`src/hw/rtl/dbn_pkg.sv`:
```
// ----------------------------------------------------------------------------
// Dissemination barrier node package
// Shared widths, codes and transaction types.
// ----------------------------------------------------------------------------
package dbn_pkg;

    localparam int ID_W            = 6;
    localparam int CNT_W           = 7;
    localparam int ROUND_W         = 3;
    localparam int DIV_CNT_W       = $clog2(ID_W);
    localparam int CFG_IDX_W       = 1;
    localparam int MAX_NODES       = 64;
    localparam int DEF_MAX_ROUNDS  = 6;
    localparam int DEF_QUEUE_DEPTH = 2;

    typedef enum logic {
        ACT_ARRIVE  = 1'b0,
        ACT_MESSAGE = 1'b1
    } action_t;

    typedef enum logic {
        KIND_SEND = 1'b0,
        KIND_DONE = 1'b1
    } kind_t;

    typedef enum logic [CFG_IDX_W-1:0] {
        REG_NODE_ID    = 1'b0,
        REG_NODE_COUNT = 1'b1
    } cfg_reg_t;

    typedef enum logic {
        CMD_ARRIVE = 1'b0,
        CMD_FLAG   = 1'b1
    } cmd_op_t;

    typedef enum logic [1:0] {
        ST_IDLE,
        ST_DIV,
        ST_CASC
    } back_state_t;

    typedef struct packed {
        action_t              action;
        logic [ROUND_W-1:0]   msg_round;
        logic                 msg_sense;
    } in_item_t;

    typedef struct packed {
        kind_t                kind;
        logic [ID_W-1:0]      dest_node;
        logic [ROUND_W-1:0]   send_round;
        logic                 send_sense;
        logic                 last;
    } out_item_t;

    typedef struct packed {
        cmd_op_t              op;
        logic [ROUND_W-1:0]   round;
        logic                 sense;
    } cmd_t;

    typedef struct packed {
        logic [ID_W-1:0]      node_id;
        logic [CNT_W-1:0]     count;
    } node_cfg_t;

endpackage

```
`src/hw/rtl/dbn_fifo.sv`:
```
// ----------------------------------------------------------------------------
// Dissemination barrier node small queue
// Register-based first-in first-out queue with push/full and pop/empty.
// ----------------------------------------------------------------------------
module dbn_fifo #(
    parameter int WIDTH = 8,
    parameter int DEPTH = 2
) (
    input  logic             clk,
    input  logic             rst_n,
    input  logic             push,
    output logic             full,
    input  logic [WIDTH-1:0] wdata,
    input  logic             pop,
    output logic             empty,
    output logic [WIDTH-1:0] rdata
);

    localparam int PTR_W = (DEPTH > 1) ? $clog2(DEPTH) : 1;
    localparam int CNT_W = $clog2(DEPTH + 1);

    logic [WIDTH-1:0] mem_reg [DEPTH];
    logic [PTR_W-1:0] wr_ptr_reg, wr_ptr_next;
    logic [PTR_W-1:0] rd_ptr_reg, rd_ptr_next;
    logic [CNT_W-1:0] count_reg, count_next;
    logic             do_push;
    logic             do_pop;

    assign full    = (count_reg == CNT_W'(DEPTH));
    assign empty   = (count_reg == '0);
    assign do_push = push && !full;
    assign do_pop  = pop && !empty;
    assign rdata   = mem_reg[rd_ptr_reg];

    always_comb
    begin
        wr_ptr_next = wr_ptr_reg;
        rd_ptr_next = rd_ptr_reg;
        count_next  = count_reg;
        if (do_push)
        begin
            wr_ptr_next = (wr_ptr_reg == PTR_W'(DEPTH - 1)) ? '0 : wr_ptr_reg + 1'b1;
        end
        if (do_pop)
        begin
            rd_ptr_next = (rd_ptr_reg == PTR_W'(DEPTH - 1)) ? '0 : rd_ptr_reg + 1'b1;
        end
        if (do_push && !do_pop)
        begin
            count_next = count_reg + 1'b1;
        end
        else if (do_pop && !do_push)
        begin
            count_next = count_reg - 1'b1;
        end
    end

    always_ff @(posedge clk or negedge rst_n)
    begin
        if (!rst_n)
        begin
            wr_ptr_reg <= '0;
            rd_ptr_reg <= '0;
            count_reg  <= '0;
        end
        else
        begin
            wr_ptr_reg <= wr_ptr_next;
            rd_ptr_reg <= rd_ptr_next;
            count_reg  <= count_next;
        end
    end

    always_ff @(posedge clk)
    begin
        if (do_push)
        begin
            mem_reg[wr_ptr_reg] <= wdata;
        end
    end

endmodule

```
`src/hw/rtl/dbn_front.sv`:
```
// ----------------------------------------------------------------------------
// Dissemination barrier node front end
// Accept input transactions, classify them and queue commands for the back end.
// ----------------------------------------------------------------------------
module dbn_front
    import dbn_pkg::*;
#(
    parameter int MAX_ROUNDS  = DEF_MAX_ROUNDS,
    parameter int QUEUE_DEPTH = DEF_QUEUE_DEPTH
) (
    input  logic     clk,
    input  logic     rst_n,
    input  logic     push,
    output logic     full,
    input  in_item_t item,
    output logic     cmd_valid,
    input  logic     cmd_ready,
    output cmd_t     cmd
);

    logic keep;
    cmd_t cmd_in;
    logic cmd_empty;

    // Drop messages tagged with a round at or above MAX_ROUNDS, which this node never runs.
    always_comb
    begin
        keep         = 1'b1;
        cmd_in.op    = CMD_ARRIVE;
        cmd_in.round = item.msg_round;
        cmd_in.sense = item.msg_sense;
        unique case (item.action)
            ACT_ARRIVE:
            begin
                cmd_in.op = CMD_ARRIVE;
            end
            ACT_MESSAGE:
            begin
                cmd_in.op = CMD_FLAG;
                keep      = (int'(item.msg_round) < MAX_ROUNDS);
            end
            default:
            begin
                keep = 1'b0;
            end
        endcase
    end

    dbn_fifo #(
        .WIDTH ($bits(cmd_t)),
        .DEPTH (QUEUE_DEPTH)
    ) u_cmd_q (
        .clk   (clk),
        .rst_n (rst_n),
        .push  (push && keep),
        .full  (full),
        .wdata (cmd_in),
        .pop   (cmd_ready),
        .empty (cmd_empty),
        .rdata (cmd)
    );

    assign cmd_valid = !cmd_empty;

endmodule

```
`src/hw/rtl/dbn_back.sv`:
```
// ----------------------------------------------------------------------------
// Dissemination barrier node back end
// Run rounds, record peer flags, compute partners and queue results.
// ----------------------------------------------------------------------------
module dbn_back
    import dbn_pkg::*;
#(
    parameter int MAX_ROUNDS  = DEF_MAX_ROUNDS,
    parameter int QUEUE_DEPTH = DEF_QUEUE_DEPTH,
    parameter int CRW         = $clog2(MAX_ROUNDS + 1)
) (
    input  logic           clk,
    input  logic           rst_n,
    input  node_cfg_t      cfg,
    input  logic [CRW-1:0] rounds,
    input  logic           cmd_valid,
    output logic           cmd_ready,
    input  cmd_t           cmd,
    output logic           empty,
    input  logic           pop,
    output out_item_t      result
);

    back_state_t            state_reg, state_next;
    logic                   busy_reg, busy_next;
    logic                   sense_reg, sense_next;
    logic                   parity_reg, parity_next;
    logic [CRW-1:0]         cur_reg, cur_next;
    logic [DIV_CNT_W-1:0]   div_cnt_reg, div_cnt_next;
    logic [MAX_ROUNDS-1:0]  flags_reg [2];
    logic [MAX_ROUNDS-1:0]  flags_next [2];
    logic [CNT_W-1:0]       rem_reg, rem_next;
    logic [ID_W-1:0]        p_reg, p_next;

    logic [MAX_ROUNDS-1:0]  msg_flags;
    logic                   cur_flag;
    logic                   cur_flag_msg;
    logic [CNT_W-1:0]       p_dbl;
    logic [ID_W-1:0]        p_dbl_mod;
    logic [CNT_W-1:0]       div_shift;
    logic [CNT_W-1:0]       dest_sum;
    logic [ID_W-1:0]        dest;
    logic                   out_push;
    logic                   out_full;
    out_item_t              out_item;

    // Datapath: partner = (base + 2^k mod n) mod n, with base = node_id mod n.
    always_comb
    begin
        p_dbl     = {p_reg, 1'b0};
        p_dbl_mod = (p_dbl >= cfg.count) ? ID_W'(p_dbl - cfg.count) : ID_W'(p_dbl);
        div_shift = {rem_reg[ID_W-1:0], cfg.node_id[div_cnt_reg]};
        dest_sum  = {1'b0, rem_reg[ID_W-1:0]} + {1'b0, p_reg};
        dest      = (dest_sum >= cfg.count) ? ID_W'(dest_sum - cfg.count) : ID_W'(dest_sum);
    end

    // Flag lookups; the message view includes the flag being written now.
    always_comb
    begin
        msg_flags    = flags_reg[parity_reg];
        cur_flag     = 1'b0;
        cur_flag_msg = 1'b0;
        for (int i = 0; i < MAX_ROUNDS; i++)
        begin
            if (int'(cmd.round) == i)
            begin
                msg_flags[i] = cmd.sense;
            end
        end
        for (int i = 0; i < MAX_ROUNDS; i++)
        begin
            if (int'(cur_reg) == i)
            begin
                cur_flag     = flags_reg[parity_reg][i];
                cur_flag_msg = msg_flags[i];
            end
        end
    end

    always_comb
    begin
        state_next   = state_reg;
        busy_next    = busy_reg;
        sense_next   = sense_reg;
        parity_next  = parity_reg;
        cur_next     = cur_reg;
        div_cnt_next = div_cnt_reg;
        flags_next   = flags_reg;
        rem_next     = rem_reg;
        p_next       = p_reg;
        cmd_ready    = (state_reg == ST_IDLE);
        out_push     = 1'b0;
        out_item     = '0;

        unique case (state_reg)
            ST_IDLE:
            begin
                if (cmd_valid)
                begin
                    unique case (cmd.op)
                        CMD_ARRIVE:
                        begin
                            if (!busy_reg)
                            begin
                                busy_next    = 1'b1;
                                cur_next     = '0;
                                rem_next     = '0;
                                div_cnt_next = DIV_CNT_W'(ID_W - 1);
                                state_next   = ST_DIV;
                            end
                        end
                        CMD_FLAG:
                        begin
                            flags_next[parity_reg] = msg_flags;
                            if (busy_reg && (int'(cur_reg) < MAX_ROUNDS) &&
                                (cur_flag_msg == sense_reg))
                            begin
                                cur_next   = cur_reg + 1'b1;
                                p_next     = p_dbl_mod;
                                state_next = ST_CASC;
                            end
                        end
                        default:
                        begin
                            state_next = ST_IDLE;
                        end
                    endcase
                end
            end

            ST_DIV:
            begin
                // One remainder bit per cycle, most significant first.
                rem_next = (div_shift >= cfg.count) ? div_shift - cfg.count : div_shift;
                if (div_cnt_reg == '0)
                begin
                    p_next     = (cfg.count == CNT_W'(1)) ? '0 : ID_W'(1);
                    state_next = ST_CASC;
                end
                else
                begin
                    div_cnt_next = div_cnt_reg - 1'b1;
                end
            end

            ST_CASC:
            begin
                if (!out_full)
                begin
                    out_push = 1'b1;
                    if (cur_reg >= rounds)
                    begin
                        out_item.kind = KIND_DONE;
                        out_item.last = 1'b1;
                        parity_next   = !parity_reg;
                        if (parity_reg)
                        begin
                            sense_next = !sense_reg;
                        end
                        busy_next  = 1'b0;
                        cur_next   = '0;
                        state_next = ST_IDLE;
                    end
                    else
                    begin
                        out_item.kind       = KIND_SEND;
                        out_item.dest_node  = dest;
                        out_item.send_round = ROUND_W'(cur_reg);
                        out_item.send_sense = sense_reg;
                        out_item.last       = (cur_flag != sense_reg);
                        if (cur_flag == sense_reg)
                        begin
                            cur_next = cur_reg + 1'b1;
                            p_next   = p_dbl_mod;
                        end
                        else
                        begin
                            state_next = ST_IDLE;
                        end
                    end
                end
            end

            default:
            begin
                state_next = ST_IDLE;
            end
        endcase
    end

    always_ff @(posedge clk or negedge rst_n)
    begin
        if (!rst_n)
        begin
            state_reg   <= ST_IDLE;
            busy_reg    <= 1'b0;
            sense_reg   <= 1'b1;
            parity_reg  <= 1'b0;
            cur_reg     <= '0;
            div_cnt_reg <= '0;
            flags_reg   <= '{default: '0};
        end
        else
        begin
            state_reg   <= state_next;
            busy_reg    <= busy_next;
            sense_reg   <= sense_next;
            parity_reg  <= parity_next;
            cur_reg     <= cur_next;
            div_cnt_reg <= div_cnt_next;
            flags_reg   <= flags_next;
        end
    end

    always_ff @(posedge clk)
    begin
        rem_reg <= rem_next;
        p_reg   <= p_next;
    end

    dbn_fifo #(
        .WIDTH ($bits(out_item_t)),
        .DEPTH (QUEUE_DEPTH)
    ) u_out_q (
        .clk   (clk),
        .rst_n (rst_n),
        .push  (out_push),
        .full  (out_full),
        .wdata (out_item),
        .pop   (pop),
        .empty (empty),
        .rdata (result)
    );

endmodule

```
`src/hw/rtl/dissemination_barrier_node.sv`:
```
// ----------------------------------------------------------------------------
// Dissemination barrier node
// One participant of a sense-reversing dissemination barrier with two parity
// banks: sends its sense to partners round by round and reports completion.
// ----------------------------------------------------------------------------
//
//  channel   handshake             payload
//  -------   -------------------   ----------------------------------------
//  input     push / full           item   : action, msg_round, msg_sense
//  result    pop / empty           result : kind, dest_node, send_round,
//                                           send_sense, last
//  config    cfg_valid / cfg_ready cfg_index, cfg_data
//
//  An input transaction waits in the front queue until the back end is idle
//  and decodes it. A local arrival then runs the serial remainder unit
//  (node_id mod count), after which the round sequencer writes one result
//  per cycle while the result queue is not full. A peer message records its
//  flag, and starts the round sequencer when it unblocks the current round.
//  Reset clears the flags, sets the sense to one and the parity to bank zero;
//  the configuration resets to node_id 0 and node_count 1.
//  A full result queue stalls the round sequencer; the command queue keeps
//  taking input transactions until it fills.
// ----------------------------------------------------------------------------
module dissemination_barrier_node
    import dbn_pkg::*;
#(
    parameter int MAX_ROUNDS  = DEF_MAX_ROUNDS,
    parameter int QUEUE_DEPTH = DEF_QUEUE_DEPTH
) (
    input  logic                 clk,
    input  logic                 rst_n,
    input  logic                 push,
    output logic                 full,
    input  in_item_t             item,
    output logic                 empty,
    input  logic                 pop,
    output out_item_t            result,
    input  logic                 cfg_valid,
    output logic                 cfg_ready,
    input  logic [CFG_IDX_W-1:0] cfg_index,
    input  logic [CNT_W-1:0]     cfg_data
);

    localparam int CRW = $clog2(MAX_ROUNDS + 1);

    logic [ID_W-1:0]  node_id_reg;
    logic [CNT_W-1:0] node_count_reg;
    node_cfg_t        cfg;
    logic [CRW-1:0]   rounds;
    logic             cmd_valid;
    logic             cmd_ready;
    cmd_t             cmd;

    // Configuration writes are always taken.
    assign cfg_ready = 1'b1;

    always_ff @(posedge clk or negedge rst_n)
    begin
        if (!rst_n)
        begin
            node_id_reg    <= '0;
            node_count_reg <= CNT_W'(1);
        end
        else if (cfg_valid)
        begin
            unique case (cfg_reg_t'(cfg_index))
                REG_NODE_ID:
                begin
                    node_id_reg <= cfg_data[ID_W-1:0];
                end
                REG_NODE_COUNT:
                begin
                    node_count_reg <= cfg_data;
                end
                default:
                begin
                    node_id_reg <= node_id_reg;
                end
            endcase
        end
    end

    // Effective count: zero counts as one, saturate at the node limit.
    // Rounds: smallest r with 2^r >= count, capped at MAX_ROUNDS.
    always_comb
    begin
        int r;
        r           = 0;
        cfg.node_id = node_id_reg;
        cfg.count   = node_count_reg;
        if (node_count_reg == '0)
        begin
            cfg.count = CNT_W'(1);
        end
        else if (int'(node_count_reg) > MAX_NODES)
        begin
            cfg.count = CNT_W'(MAX_NODES);
        end
        for (int i = 0; i < CNT_W; i++)
        begin
            if ((CNT_W'(1) << i) < cfg.count)
            begin
                r = i + 1;
            end
        end
        if (r > MAX_ROUNDS)
        begin
            r = MAX_ROUNDS;
        end
        rounds = CRW'(r);
    end

    // Front: accept and classify input transactions.
    dbn_front #(
        .MAX_ROUNDS  (MAX_ROUNDS),
        .QUEUE_DEPTH (QUEUE_DEPTH)
    ) u_front (
        .clk       (clk),
        .rst_n     (rst_n),
        .push      (push),
        .full      (full),
        .item      (item),
        .cmd_valid (cmd_valid),
        .cmd_ready (cmd_ready),
        .cmd       (cmd)
    );

    // Back: hold barrier state, advance rounds and queue results.
    dbn_back #(
        .MAX_ROUNDS  (MAX_ROUNDS),
        .QUEUE_DEPTH (QUEUE_DEPTH),
        .CRW         (CRW)
    ) u_back (
        .clk       (clk),
        .rst_n     (rst_n),
        .cfg       (cfg),
        .rounds    (rounds),
        .cmd_valid (cmd_valid),
        .cmd_ready (cmd_ready),
        .cmd       (cmd),
        .empty     (empty),
        .pop       (pop),
        .result    (result)
    );

endmodule

```
`config.mk`:
```
export PLATFORM = sky130hd
export DESIGN_NAME = dissemination_barrier_node
export DESIGN_NICKNAME = d
export VERILOG_FILES = /design/src/hw/rtl/dbn_pkg.sv /design/src/hw/rtl/dbn_fifo.sv /design/src/hw/rtl/dbn_front.sv /design/src/hw/rtl/dbn_back.sv /design/src/hw/rtl/dissemination_barrier_node.sv
export SDC_FILE = /design/constraint.sdc
export NUM_CORES = 1
export LEC_CHECK = 0
export ABC_AREA = 1
export BUFFER_PORTS_ARGS = -buffer_cell sky130_fd_sc_hd__buf_2
export CAP_MARGIN = 0
export CORE_MARGIN = 2
export CORE_UTILIZATION = 55
export CTS_CLUSTER_SIZE = 40
export DETAILED_ROUTE_END_ITERATION = 12
export MAX_ROUTING_LAYER = met4
export PLACE_DENSITY = 0.75
export REMOVE_ABC_BUFFERS = 1
export SLEW_MARGIN = 20
export SYNTH_ARGS = -nofsm -noshare
export SYNTH_HDL_FRONTEND = slang
export SYNTH_HIERARCHICAL = 1
export SYNTH_SLANG_ARGS = --single-unit
```
`constraint.sdc`:
```
create_clock -name clk -period 4.5 [get_ports clk]
set_clock_uncertainty 0.1 [all_clocks]
set_input_delay 0.45 -clock clk [delete_from_list [all_inputs] [get_ports clk]]
set_output_delay 0.45 -clock clk [all_outputs]
set_load 0.005 [all_outputs]
```
==> results of run 1 <==
-- worst paths after layout --
check / from / end / cells past startpoint
worst max register to register: u_back/p_reg[0]$_DFFE_PP_ / u_back/u_out_q/mem_reg[1][7]$_DFFE_PP_ / 12
min in group clk: item[1] / u_front/u_cmd_q/mem_reg[0][1]$_DFFE_PP_ / 1
worst max-delay path: u_back/p_reg[0]$_DFFE_PP_ / u_back/u_out_q/mem_reg[1][7]$_DFFE_PP_ / 12
max in group asynchronous: rst_n / node_count_reg[1]$_DFFE_PN0P_ / 1
worst min-delay path: rst_n / u_back/u_out_q/count_reg[0]$_DFFE_PN0P_ / 1
worst min register to register: u_back/u_out_q/wr_ptr_reg$_DFFE_PN0P_ / u_back/u_out_q/wr_ptr_reg$_DFFE_PN0P_ / 2
-- logic make-up after synthesis --
group           Yosys count  synth area share
compound gates          106             0.104
flops                    90             0.430
simple gates            326             0.247
buf+inv                 127            0.0855
mux                       3           0.00563
xor+xnor                 19            0.0288
fa+ha+maj                43            0.0983
other cells               1          0.000649
-- per-stage QoR --
step / hold WS [ns] / cells
floorplan: 0.0544 / 704
global placement: 0.364 / 872
detailed placement: 0.372 / 872
CTS: 0.152 / 888
global route: 0.00540 / 888
finish: -0.0435 / 888
-- layer usage --
| layer | GRT usage | up-vias | part of all wire |
|---|---|---|---|
| met5 | - | - | 0 |
| met4 | 0.0547 | 0 | 0.013 |
| met3 | 0.0472 | 19 | 0.048 |
| met2 | 0.380 | 118 | 0.47 |
| met1 | 0.292 | 2197 | 0.46 |
| li1 | - | 2402 | - |
-- power breakdown --
group	total (W)	internal (W)	switching, W
clock	0.000511	0.000207	0.000305
combinational	0.00297	0.00111	0.00186
sequential	0.00148	0.00123	0.000249
-- final cells by class --
| cell class | instances | share of cell area |
|---|---|---|
| inverter | 116 | 0.0698 |
| sequential | 90 | 0.399 |
| tap | 136 | 0.0273 |
| multi-input combinational | 498 | 0.449 |
| timing repair buffer | 32 | 0.0265 |
| clock buffer | 10 | 0.0205 |
| clock inverter | 6 | 0.00803 |
-- Yosys cell counts, drive strengths merged, types with 3 or more instances --
cell and count:
nand4 17, inv 114, nand2 201, clkbuf 4
o22ai 3, o21bai 3, xnor2 9, nor2 60
nand3b 4, nand3 35, buf 7, o21ai 53
xor2 10, fa 4, dfrtp 42, and2 3
ha 39, edfxtp 46, nor3 3, a211oi 12
a21oi 29
==> run_results.csv, run 1 <==
group,metric,value,unit
global_route,number_of_global_route_vias_before_repair,4489,
layout,largest_register_ff_count,24,
global_route,grt_remaining_overflow,0,
sta,rsz0062_at_grt,"no",
setup_path,register_to_register_setup_slack,1.04,ns
route,count_of_unresolved_drc_violations_after_routing,0,
clock_tree,ctsHoldBuffers,0,
run_status,status,"finished, violations left",
layout,layout.area.seq,2480,µm²
placed_design,port_buffers,31,
clock_tree,clock_latency,0.37,ns
setup_path,worstPathCellList,"ha_1, fa_1, xor2_1, ha_1, nand2_1, o21ai_1, nand3_1, nand3_1, a21oi_1, o21bai_1, nor2_1, a211oi_1",
hold_path,hp-class,"input pin to async pin",
clock_tree,clock-root-buffer,"clkbuf_8",
route,via_count,4736,
placed_design,detailed_place_hpwl,8890,µm
layout,utilization,0.607,
route,routed_via_count_divided_by_cell_count,5.33,
layout,total_area_of_multi_input_combinational_cells,2800,µm²
layout,final_nets,808,
setup_path,setup.worst_path.end_class,"flip-flop",
yosys,mean_cell_area_of_the_mapped_netlist,8.08,µm²
placed_design,gp_routability_congestion,0.928,
floorplan,die_w,107,µm
sta,maxClockFrequency,289,MHz
yosys,synth_edf_count,46,
sta,relative_max_transition_margin,0.361,
sta,finalSetupTns,0,ns
sta,final_period_utilization,0.770,
layout,fillerInstances,897,
yosys,synth_area_leader_cell,"edfxtp_1",
sta,period_needed,3.46,ns
yosys,yosys.cell_types.count,46,
power_and_ir_drop,finalPower,0.00495,W
global_route,grt_pass1_wl,20200,µm
route,dr.pass1.iters,5,
layout,layout.cells.most_common,"nand2_1",
floorplan,core_area,10300,µm²
sta,slew_violations,0,
setup_path,critPathTopFamily,"compound AO/OA/AOI/OAI gates",
route,detail_route.iter0.violations,292,
route,drt-wirelength-per-cell,13.2,µm
yosys,synthArstFlopShare,0.489,
floorplan,design.die.area,11300,µm²
power_and_ir_drop,p_per_area,795,nW/µm²
sta,hold_viol,41,
clock_tree,tritoncts_clock_tree,"yes",
yosys,seq_area_frac_synth,0.430,
layout,ratio_of_cells_with_drive_above_1_in_the_final_layout,0.106,
sta,fin_hold_ws,-0.0435,ns
layout,finish.instance_area,6230,µm²
yosys,post_synth_main_area_contributors,"edfxtp_1, dfrtp_1, nand2_1",
setup_path,cp_max_fo,12,
layout,antenna_cells,0,
clock_tree,cts_buffers,9,
run_status,violations_in_the_final_reports,"negative hold slack",
sta,setup_viol,0,
floorplan,die_h,107,µm
setup_path,data_arrival_time_at_the_worst_slack_endpoint,3.53,ns
setup_path,timing.critical_path.slowest_cell_delay,0.58,ns
route,route.antenna.remaining_nets,0,
clock_tree,cts.path.max_buffers,2,
placed_design,standard_cell_area_after_detailed_placement,6050,µm²
clock_tree,cts_num_sinks,90,
sta,timing_worst_slew_pin_value,0.955,ns
floorplan,ioPinCount,33,
global_route,maximum_number_of_pins_on_one_net_before_global_route_repair,45,
route,routed_wl,11800,µm
placed_design,place_worst_setup_slack,1.10,ns
power_and_ir_drop,total_leakage_power,3.07,nW
setup_path,path_class,"flip-flop to flip-flop",
clock_tree,clkTransAtPathRegs,0.09,ns
floorplan,std_cell_rows,37,
yosys,synthesis.area,5780,µm²
clock_tree,h-tree-depth,3,
yosys,yosys_most_used_dff,"edfxtp_1",
setup_path,cp_data_required_time,4.56,ns
floorplan,initial_utilization,0.562,
flow_run,max_cap_viol_count,0,
setup_path,critical-path-slowest-cell,"o21bai_1",
setup_path,worst-path-buf-inv,0,
yosys,postSynthRegisterBits,90,
layout,mostFrequentLayoutCells,"nand2_1, inv_1, nor2_1, o21ai_0, edfxtp_1",
sta,final_critical_path_setup_slack,1.04,ns
layout,syn_to_final_growth,7.86,%
power_and_ir_drop,vdd_ir_drop_max,0.000366,V
clock_tree,cts_setup_buffers,0,
global_route,grt_antenna_before_repair,0,
clock_tree,ctsResizeCount,0,
yosys,synth_top_area_frac,0.239,
global_route,grtUsageTotal,0.229,
yosys,yosys_warnings,6,
yosys,post_synth_inst_count,715,
setup_path,timing.critical_path.from_type,"flip-flop",
Power figures use the tool's default switching activity.
==> run 2: changes to the inputs <==
ABC_AREA = 0   (was 1)
clock period = 3.6 ns   (was 4.5 ns; I/O delays follow)
==> run 2 against run 1 <==
Compared with the run above:
- the run now ends clean
- sequential cell count is the same
- worst setup slack lost 0.90 ns
- die area shrank 1.9%
- non-clock buffer count grew 11
- register-to-register slack lost 0.90 ns
- critical path depth is the same
- first-iteration DRC count shrank 13%
- synthesized cell count shrank 25%
- worst hold slack gained 0.13 ns
- final area grew 0.58%
- largest cell class unchanged
- highest routed layer unchanged
==> run_results.csv, run 2 <==
group,metric,value,unit
sta,slew_violations,0,
sta,final_period_utilization,0.963,
setup_path,timing.critical_path.from_type,"flip-flop",
setup_path,start_of_the_worst_register_to_register_path,"u_back/p_reg[0]$_DFFE_PP_",
route,routed_wl,11000,µm
sta,hold_viol,0,
power_and_ir_drop,total_leakage_power,2.74,nW
yosys,synth_top_area_frac,0.244,
sta,timing_worst_slew_pin_value,0.734,ns
setup_path,worstPathCellList,"ha_1, fa_1, a21oi_2, nor2_1, nor2_2, xnor2_1, ha_1, and3_1, a311o_1, o31a_1, or2_0, a21oi_2",
sta,period_needed,3.47,ns
clock_tree,cts_buffers,9,
yosys,yosys_most_used_dff,"edfxtp_1",
run_status,status,"completed",
power_and_ir_drop,p_per_area,978,nW/µm²
layout,total_area_of_multi_input_combinational_cells,2980,µm²
yosys,mean_cell_area_of_the_mapped_netlist,10.6,µm²
setup_path,register_to_register_setup_slack,0.13,ns
sta,final_critical_path_setup_slack,0.135,ns
setup_path,critical-path-slowest-cell,"edfxtp_1",
layout,final_cells,718,
yosys,post_synth_most_frequent_cells,"edfxtp_1, dfrtp_1, inv_1, nand2_1, nor2_1",
floorplan,die_h,106,µm
yosys,postSynthRegisterBits,90,
global_route,grt_pass1_wl,18400,µm
floorplan,die_w,106,µm
layout,fillerInstances,858,
clock_tree,tritoncts_clock_tree,"yes",
setup_path,critPathTopFamily,"compound AO/OA/AOI/OAI gates",
yosys,synth_area_leader_cell,"edfxtp_1",
floorplan,initial_utilization,0.557,
route,drt-wirelength-per-cell,15.3,µm
yosys,yosys_warnings,6,
yosys,synthesis.area,5670,µm²
clock_tree,cts.path.max_buffers,2,
sta,relative_max_transition_margin,0.509,
layout,mostFrequentLayoutCells,"edfxtp_1, inv_1, dfrtp_1, nand2_1",
clock_tree,clock-root-buffer,"clkbuf_8",
route,routed_via_count_divided_by_cell_count,5.70,
route,route.antenna.remaining_nets,0,
setup_path,cp_data_required_time,3.71,ns
placed_design,port_buffers,31,
yosys,post_synth_inst_count,534,
setup_path,crit_start,"u_back/p_reg[0]$_DFFE_PP_",
placed_design,place_worst_setup_slack,0.124,ns
setup_path,data_arrival_time_at_the_worst_slack_endpoint,3.58,ns
clock_tree,h-tree-depth,3,
clock_tree,clock_latency,0.36,ns
sta,setup_viol,0,
layout,layout.cells.most_common,"edfxtp_1",
setup_path,worst-path-buf-inv,0,
floorplan,ioPinCount,33,
yosys,synth_edf_count,46,
floorplan,std_cell_rows,37,
global_route,grtUsageTotal,0.211,
global_route,maximum_number_of_pins_on_one_net_before_global_route_repair,45,
setup_path,timing.critical_path.slowest_cell_delay,0.45,ns
layout,largest_register_ff_count,24,
sta,maxClockFrequency,289,MHz
clock_tree,cts_num_sinks,90,
setup_path,path_class,"flip-flop to flip-flop",
layout,layout.area.seq,2480,µm²
layout,ratio_of_cells_with_drive_above_1_in_the_final_layout,0.179,
floorplan,design.die.area,11100,µm²
route,count_of_unresolved_drc_violations_after_routing,0,
route,via_count,4091,
yosys,synthArstFlopShare,0.489,
layout,final_nets,638,
hold_path,hp-class,"input pin to flip-flop",
layout,syn_to_final_growth,10.6,%
flow_run,max_cap_viol_count,0,
setup_path,setup.worst_path.end_class,"flip-flop",
setup_path,cp_max_fo,5,
global_route,grt_antenna_before_repair,0,
layout,antenna_cells,0,
yosys,yosys.cell_types.count,68,
sta,fin_hold_ws,0.0868,ns
placed_design,gp_routability_congestion,0.867,
sta,finalSetupTns,0,ns
placed_design,standard_cell_area_after_detailed_placement,5980,µm²
yosys,post_synth_main_area_contributors,"edfxtp_1, dfrtp_1, ha_1",
placed_design,detailed_place_hpwl,8170,µm
yosys,most_repeated_cell_in_the_gate_level_netlist_after_synthesis,"edfxtp_1",
yosys,seq_area_frac_synth,0.438,
placed_design,place_inst,697,
global_route,grt_remaining_overflow,0,
floorplan,core_area,10200,µm²
clock_tree,clkTransAtPathRegs,0.09,ns
hold_path,min_from,"item[0]",
layout,finish.instance_area,6270,µm²
global_route,number_of_global_route_vias_before_repair,3903,
route,detail_route.iter0.violations,255,
power_and_ir_drop,vdd_ir_drop_max,0.000413,V
route,dr.pass1.iters,5,
[run 2: cell types whose count changed in the layout (fill, tap and decap cells not counted), moves of 11 or more]
| cell | change |
|---|---|
| nor2_1 | -11 |
| nor2b_1 | +13 |
| nand3_1 | -21 |
| mux2i_1 | +18 |
| mux2_2 | +18 |
| nand2_1 | -156 |
| nand4_1 | -13 |
| a211oi_1 | -11 |
| nand2b_1 | +15 |
| o21ai_0 | -28 |
| inv_1 | -66 |
[run 2: cells by family after synthesis]
group / synth area share
XOR/XNOR: 0.0369
AO/OA/AOI/OAI: 0.112
multiplexers: 0.124
flip-flops: 0.438
other: 0.000661
adder cells (fa/ha/maj): 0.100
AND/OR/NAND/NOR: 0.148
buffers and inverters: 0.0404
[run 2: worst paths after layout]
| kind | to | cells after the start |
|---|---|---|
| worst min register to register | node_id_reg[4]$_DFFE_PN0P_ | 2 |
| min in group asynchronous | node_count_reg[2]$_DFFE_PN0P_ | 2 |
| worst max-delay path | u_back/u_out_q/mem_reg[0][10]$_DFFE_PP_ | 12 |
| worst min-delay path | u_front/u_cmd_q/mem_reg[0][0]$_DFFE_PP_ | 1 |
| max in group asynchronous | u_back/cur_reg[2]$_DFFE_PN0P_ | 2 |
| worst max register to register | u_back/u_out_q/mem_reg[0][10]$_DFFE_PP_ | 12 |
[run 2: per-stage QoR]
| step | power (W) | util |
|---|---|---|
| final | 0.00613 | 0.616 |
| after global routing | 0.00662 | 0.616 |
| after CTS | 0.00596 | 0.609 |
| after detailed placement | 0.00518 | 0.587 |
| after global placement | 0.00505 | 0.587 |
| after floorplan | 0.00438 | - |
[run 2: cell type report]
cell class / count / area share
clock inverters: 7 / 0.0160
well taps: 136 / 0.0271
inverters: 42 / 0.0251
clock buffers: 9 / 0.0198
repair buffers: 43 / 0.0399
multi-input cells: 391 / 0.476
flip-flops and latches: 90 / 0.396
[run 2: per-layer routing]
metal / up-vias / track usage / share of wire
li1: 1995 / - / -
met1: 1988 / 0.277 / 0.47
met2: 93 / 0.346 / 0.48
met3: 15 / 0.0284 / 0.037
met4: 0 / 0.0639 / 0.016
met5: - / - / 0
[run 2: repair_timing]
item                                    CTS  global route
hold buffers                              0             1
hold endpoints to repair                  0            42
resized for setup                         0             5
endpoints found under the setup margin    0            12
setup buffers                             0             3
[run 2: report_power, final]
part	leakage, nW	internal, W	switching, W
clock network	0.109	0.000397	0.000376
registers	0.963	0.00155	0.000330
logic	1.67	0.00161	0.00186
==> run 3: changes to the inputs <==
ABC_AREA = 1   (was 0)
GPL_ROUTABILITY_DRIVEN = 0   (was not set)
clock period = 3.65 ns   (was 3.6 ns; I/O delays follow)
==> run 3 against run 2 <==
Compared with the run above:
- worst setup slack better by 0.19 ns
- critical path depth is 7 higher
- sequential cell count unchanged
- utilization fell by 0.12 points
- wire length grew 2.2%
- total power grew 1.3%
- via count increased by 15%
==> run_results.csv, run 3 (synthesized netlist as in run 1, its figures left out) <==
group,metric,value,unit
clock_tree,cts_buffers,9,
route,count_of_unresolved_drc_violations_after_routing,0,
global_route,met3_usage,0.0343,
global_route,maximum_number_of_pins_on_one_net_before_global_route_repair,45,
global_route,grt.busiest_layer,"met2",
floorplan,ioPinCount,33,
placed_design,detailed_place_hpwl,8510,µm
setup_path,worstPathCellList,"nor2_1, nand2_1, nor2_2, nor2_4, nand3_1, nand2_2, o21ai_0, nand2_1, inv_1, ha_1, nand2_1, nor2_1, a211oi_1, nand2_1, inv_1, nand3_1, nand2_1, nand4_1, a21oi_1",
route,drt-wirelength-per-cell,12.6,µm
clock_tree,tritoncts_clock_tree,"yes",
sta,rsz0062_at_grt,"no",
floorplan,design.die.area,11300,µm²
floorplan,die_h,107,µm
power_and_ir_drop,vdd_ir_drop_max,0.000522,V
global_route,grt_antenna_before_repair,0,
clock_tree,cts_setup_buffers,0,
sta,finalSetupTns,0,ns
setup_path,setup.worst_path.end_class,"flip-flop",
layout,final_nets,810,
sta,fin_hold_ws,0.0995,ns
global_route,grt_pass1_wl,19200,µm
floorplan,die_w,107,µm
route,routed_via_count_divided_by_cell_count,5.31,
route,routed_wl,11200,µm
power_and_ir_drop,total_leakage_power,3.12,nW
setup_path,cp_data_required_time,3.53,ns
flow_run,max_cap_viol_count,0,
setup_path,critical-path-slowest-cell,"dfstp_2",
sta,relative_max_transition_margin,0.327,
floorplan,core_area,10300,µm²
power_and_ir_drop,p_per_area,983,nW/µm²
layout,fillerInstances,884,
layout,final_cells,890,
layout,antenna_cells,0,
sta,period_needed,3.33,ns
global_route,global_route.usage.met1,0.265,
layout,largest_register_ff_count,24,
setup_path,timing.critical_path.from_type,"flip-flop",
setup_path,critPathMostFrequentCell,"nand2_1",
clock_tree,cts_num_sinks,90,
layout,syn_to_final_growth,9.26,%
route,via_count,4722,
global_route,grt_remaining_overflow,0,
global_route,number_of_global_route_vias_before_repair,4419,
run_status,status,"completed",
clock_tree,clock-root-buffer,"clkbuf_8",
sta,slew_violations,0,
setup_path,timing.critical_path.slowest_cell_delay,0.55,ns
layout,layout.area.seq,2480,µm²
layout,total_area_of_multi_input_combinational_cells,2810,µm²
global_route,gr-usage-met2,0.366,
layout,ratio_of_cells_with_drive_above_1_in_the_final_layout,0.111,
sta,final_period_utilization,0.912,
sta,maxClockFrequency,301,MHz
layout,layout.cells.most_common,"nand2_1",
global_route,grtUsageTotal,0.212,
setup_path,critPathTopFamily,"simple AND/OR/NAND/NOR gates",
clock_tree,h-tree-depth,3,
placed_design,port_buffers,31,
sta,hold_viol,0,
clock_tree,cts.path.max_buffers,2,
route,dr.pass1.iters,5,
setup_path,data_arrival_time_at_the_worst_slack_endpoint,3.21,ns
hold_path,hp-class,"input pin to flip-flop",
setup_path,cp_max_fo,6,
clock_tree,clkTransAtPathRegs,0.10,ns
setup_path,path_class,"flip-flop to flip-flop",
sta,setup_viol,0,
floorplan,initial_utilization,0.562,
route,detail_route.iter0.violations,308,
clock_tree,clock_latency,0.35,ns
floorplan,std_cell_rows,37,
placed_design,place_inst,872,
sta,timing_worst_slew_pin_value,1.01,ns
layout,mostFrequentLayoutCells,"nand2_1, inv_1, nor2_1, o21ai_0, edfxtp_1",
route,route.antenna.remaining_nets,0,
setup_path,worst-path-buf-inv,2,
[run 3: final timing paths]
check,start,to,slack [ns],depth (start not counted)
hold reg to reg,u_back/u_out_q/wr_ptr_reg$_DFFE_PN0P_,u_back/u_out_q/wr_ptr_reg$_DFFE_PN0P_,0.38,2
setup reg to reg,node_count_reg[0]$_DFFE_PN1P_,u_back/p_reg[5]$_SDFFCE_PP0P_,0.32,19
setup / recovery,node_count_reg[0]$_DFFE_PN1P_,u_back/p_reg[5]$_SDFFCE_PP0P_,0.32,19
hold / removal,item[0],u_front/u_cmd_q/mem_reg[1][0]$_DFFE_PP_,0.1,1
max in group asynchronous,rst_n,node_count_reg[0]$_DFFE_PN1P_,2.56,3
min in group asynchronous,rst_n,u_back/flags_reg[7]$_DFFE_PN0P_,0.34,2
[run 3: layer usage]
metal	routed length [µm]	vias to the layer above
li1	-	2408
met1	5270	2197
met2	5370	106
met3	469	11
met4	114	0
met5	0	-
[run 3: area by class of cell]
| cell class | count | area share |
|---|---|---|
| timing repair buffer | 34 | 0.0305 |
| clock buffer | 9 | 0.0196 |
| sequential | 90 | 0.393 |
| tap | 136 | 0.0269 |
| clock inverter | 7 | 0.0158 |
| multi-input combinational | 498 | 0.445 |
| inverter | 116 | 0.0689 |
[run 3: power by group]
part / switching [W] / internal [W]
Combinational: 0.00227 / 0.00138
Sequential: 0.000298 / 0.00151
Clock: 0.000358 / 0.000391
Total: 0.00293 / 0.00328
[run 3: through the flow]
step	util	setup slack, ns	total power (W)	instance area (µm²)
final	0.615	0.323	0.00621	6320
after global routing	0.615	0.0282	0.00686	6320
after CTS	0.611	0.222	0.00617	6280
after detailed placement	0.589	0.265	0.00540	6050
after global placement	0.589	0.328	0.00526	6050
after floorplan	-	0.603	0.00459	5720
[run 3: timing repair]
action | 4_1_cts | 5_1_grt
endpoints found under the setup margin | 0 | 18
resized for setup | 0 | 2
hold buffers | 0 | 1
hold endpoints to repair | 0 | 13
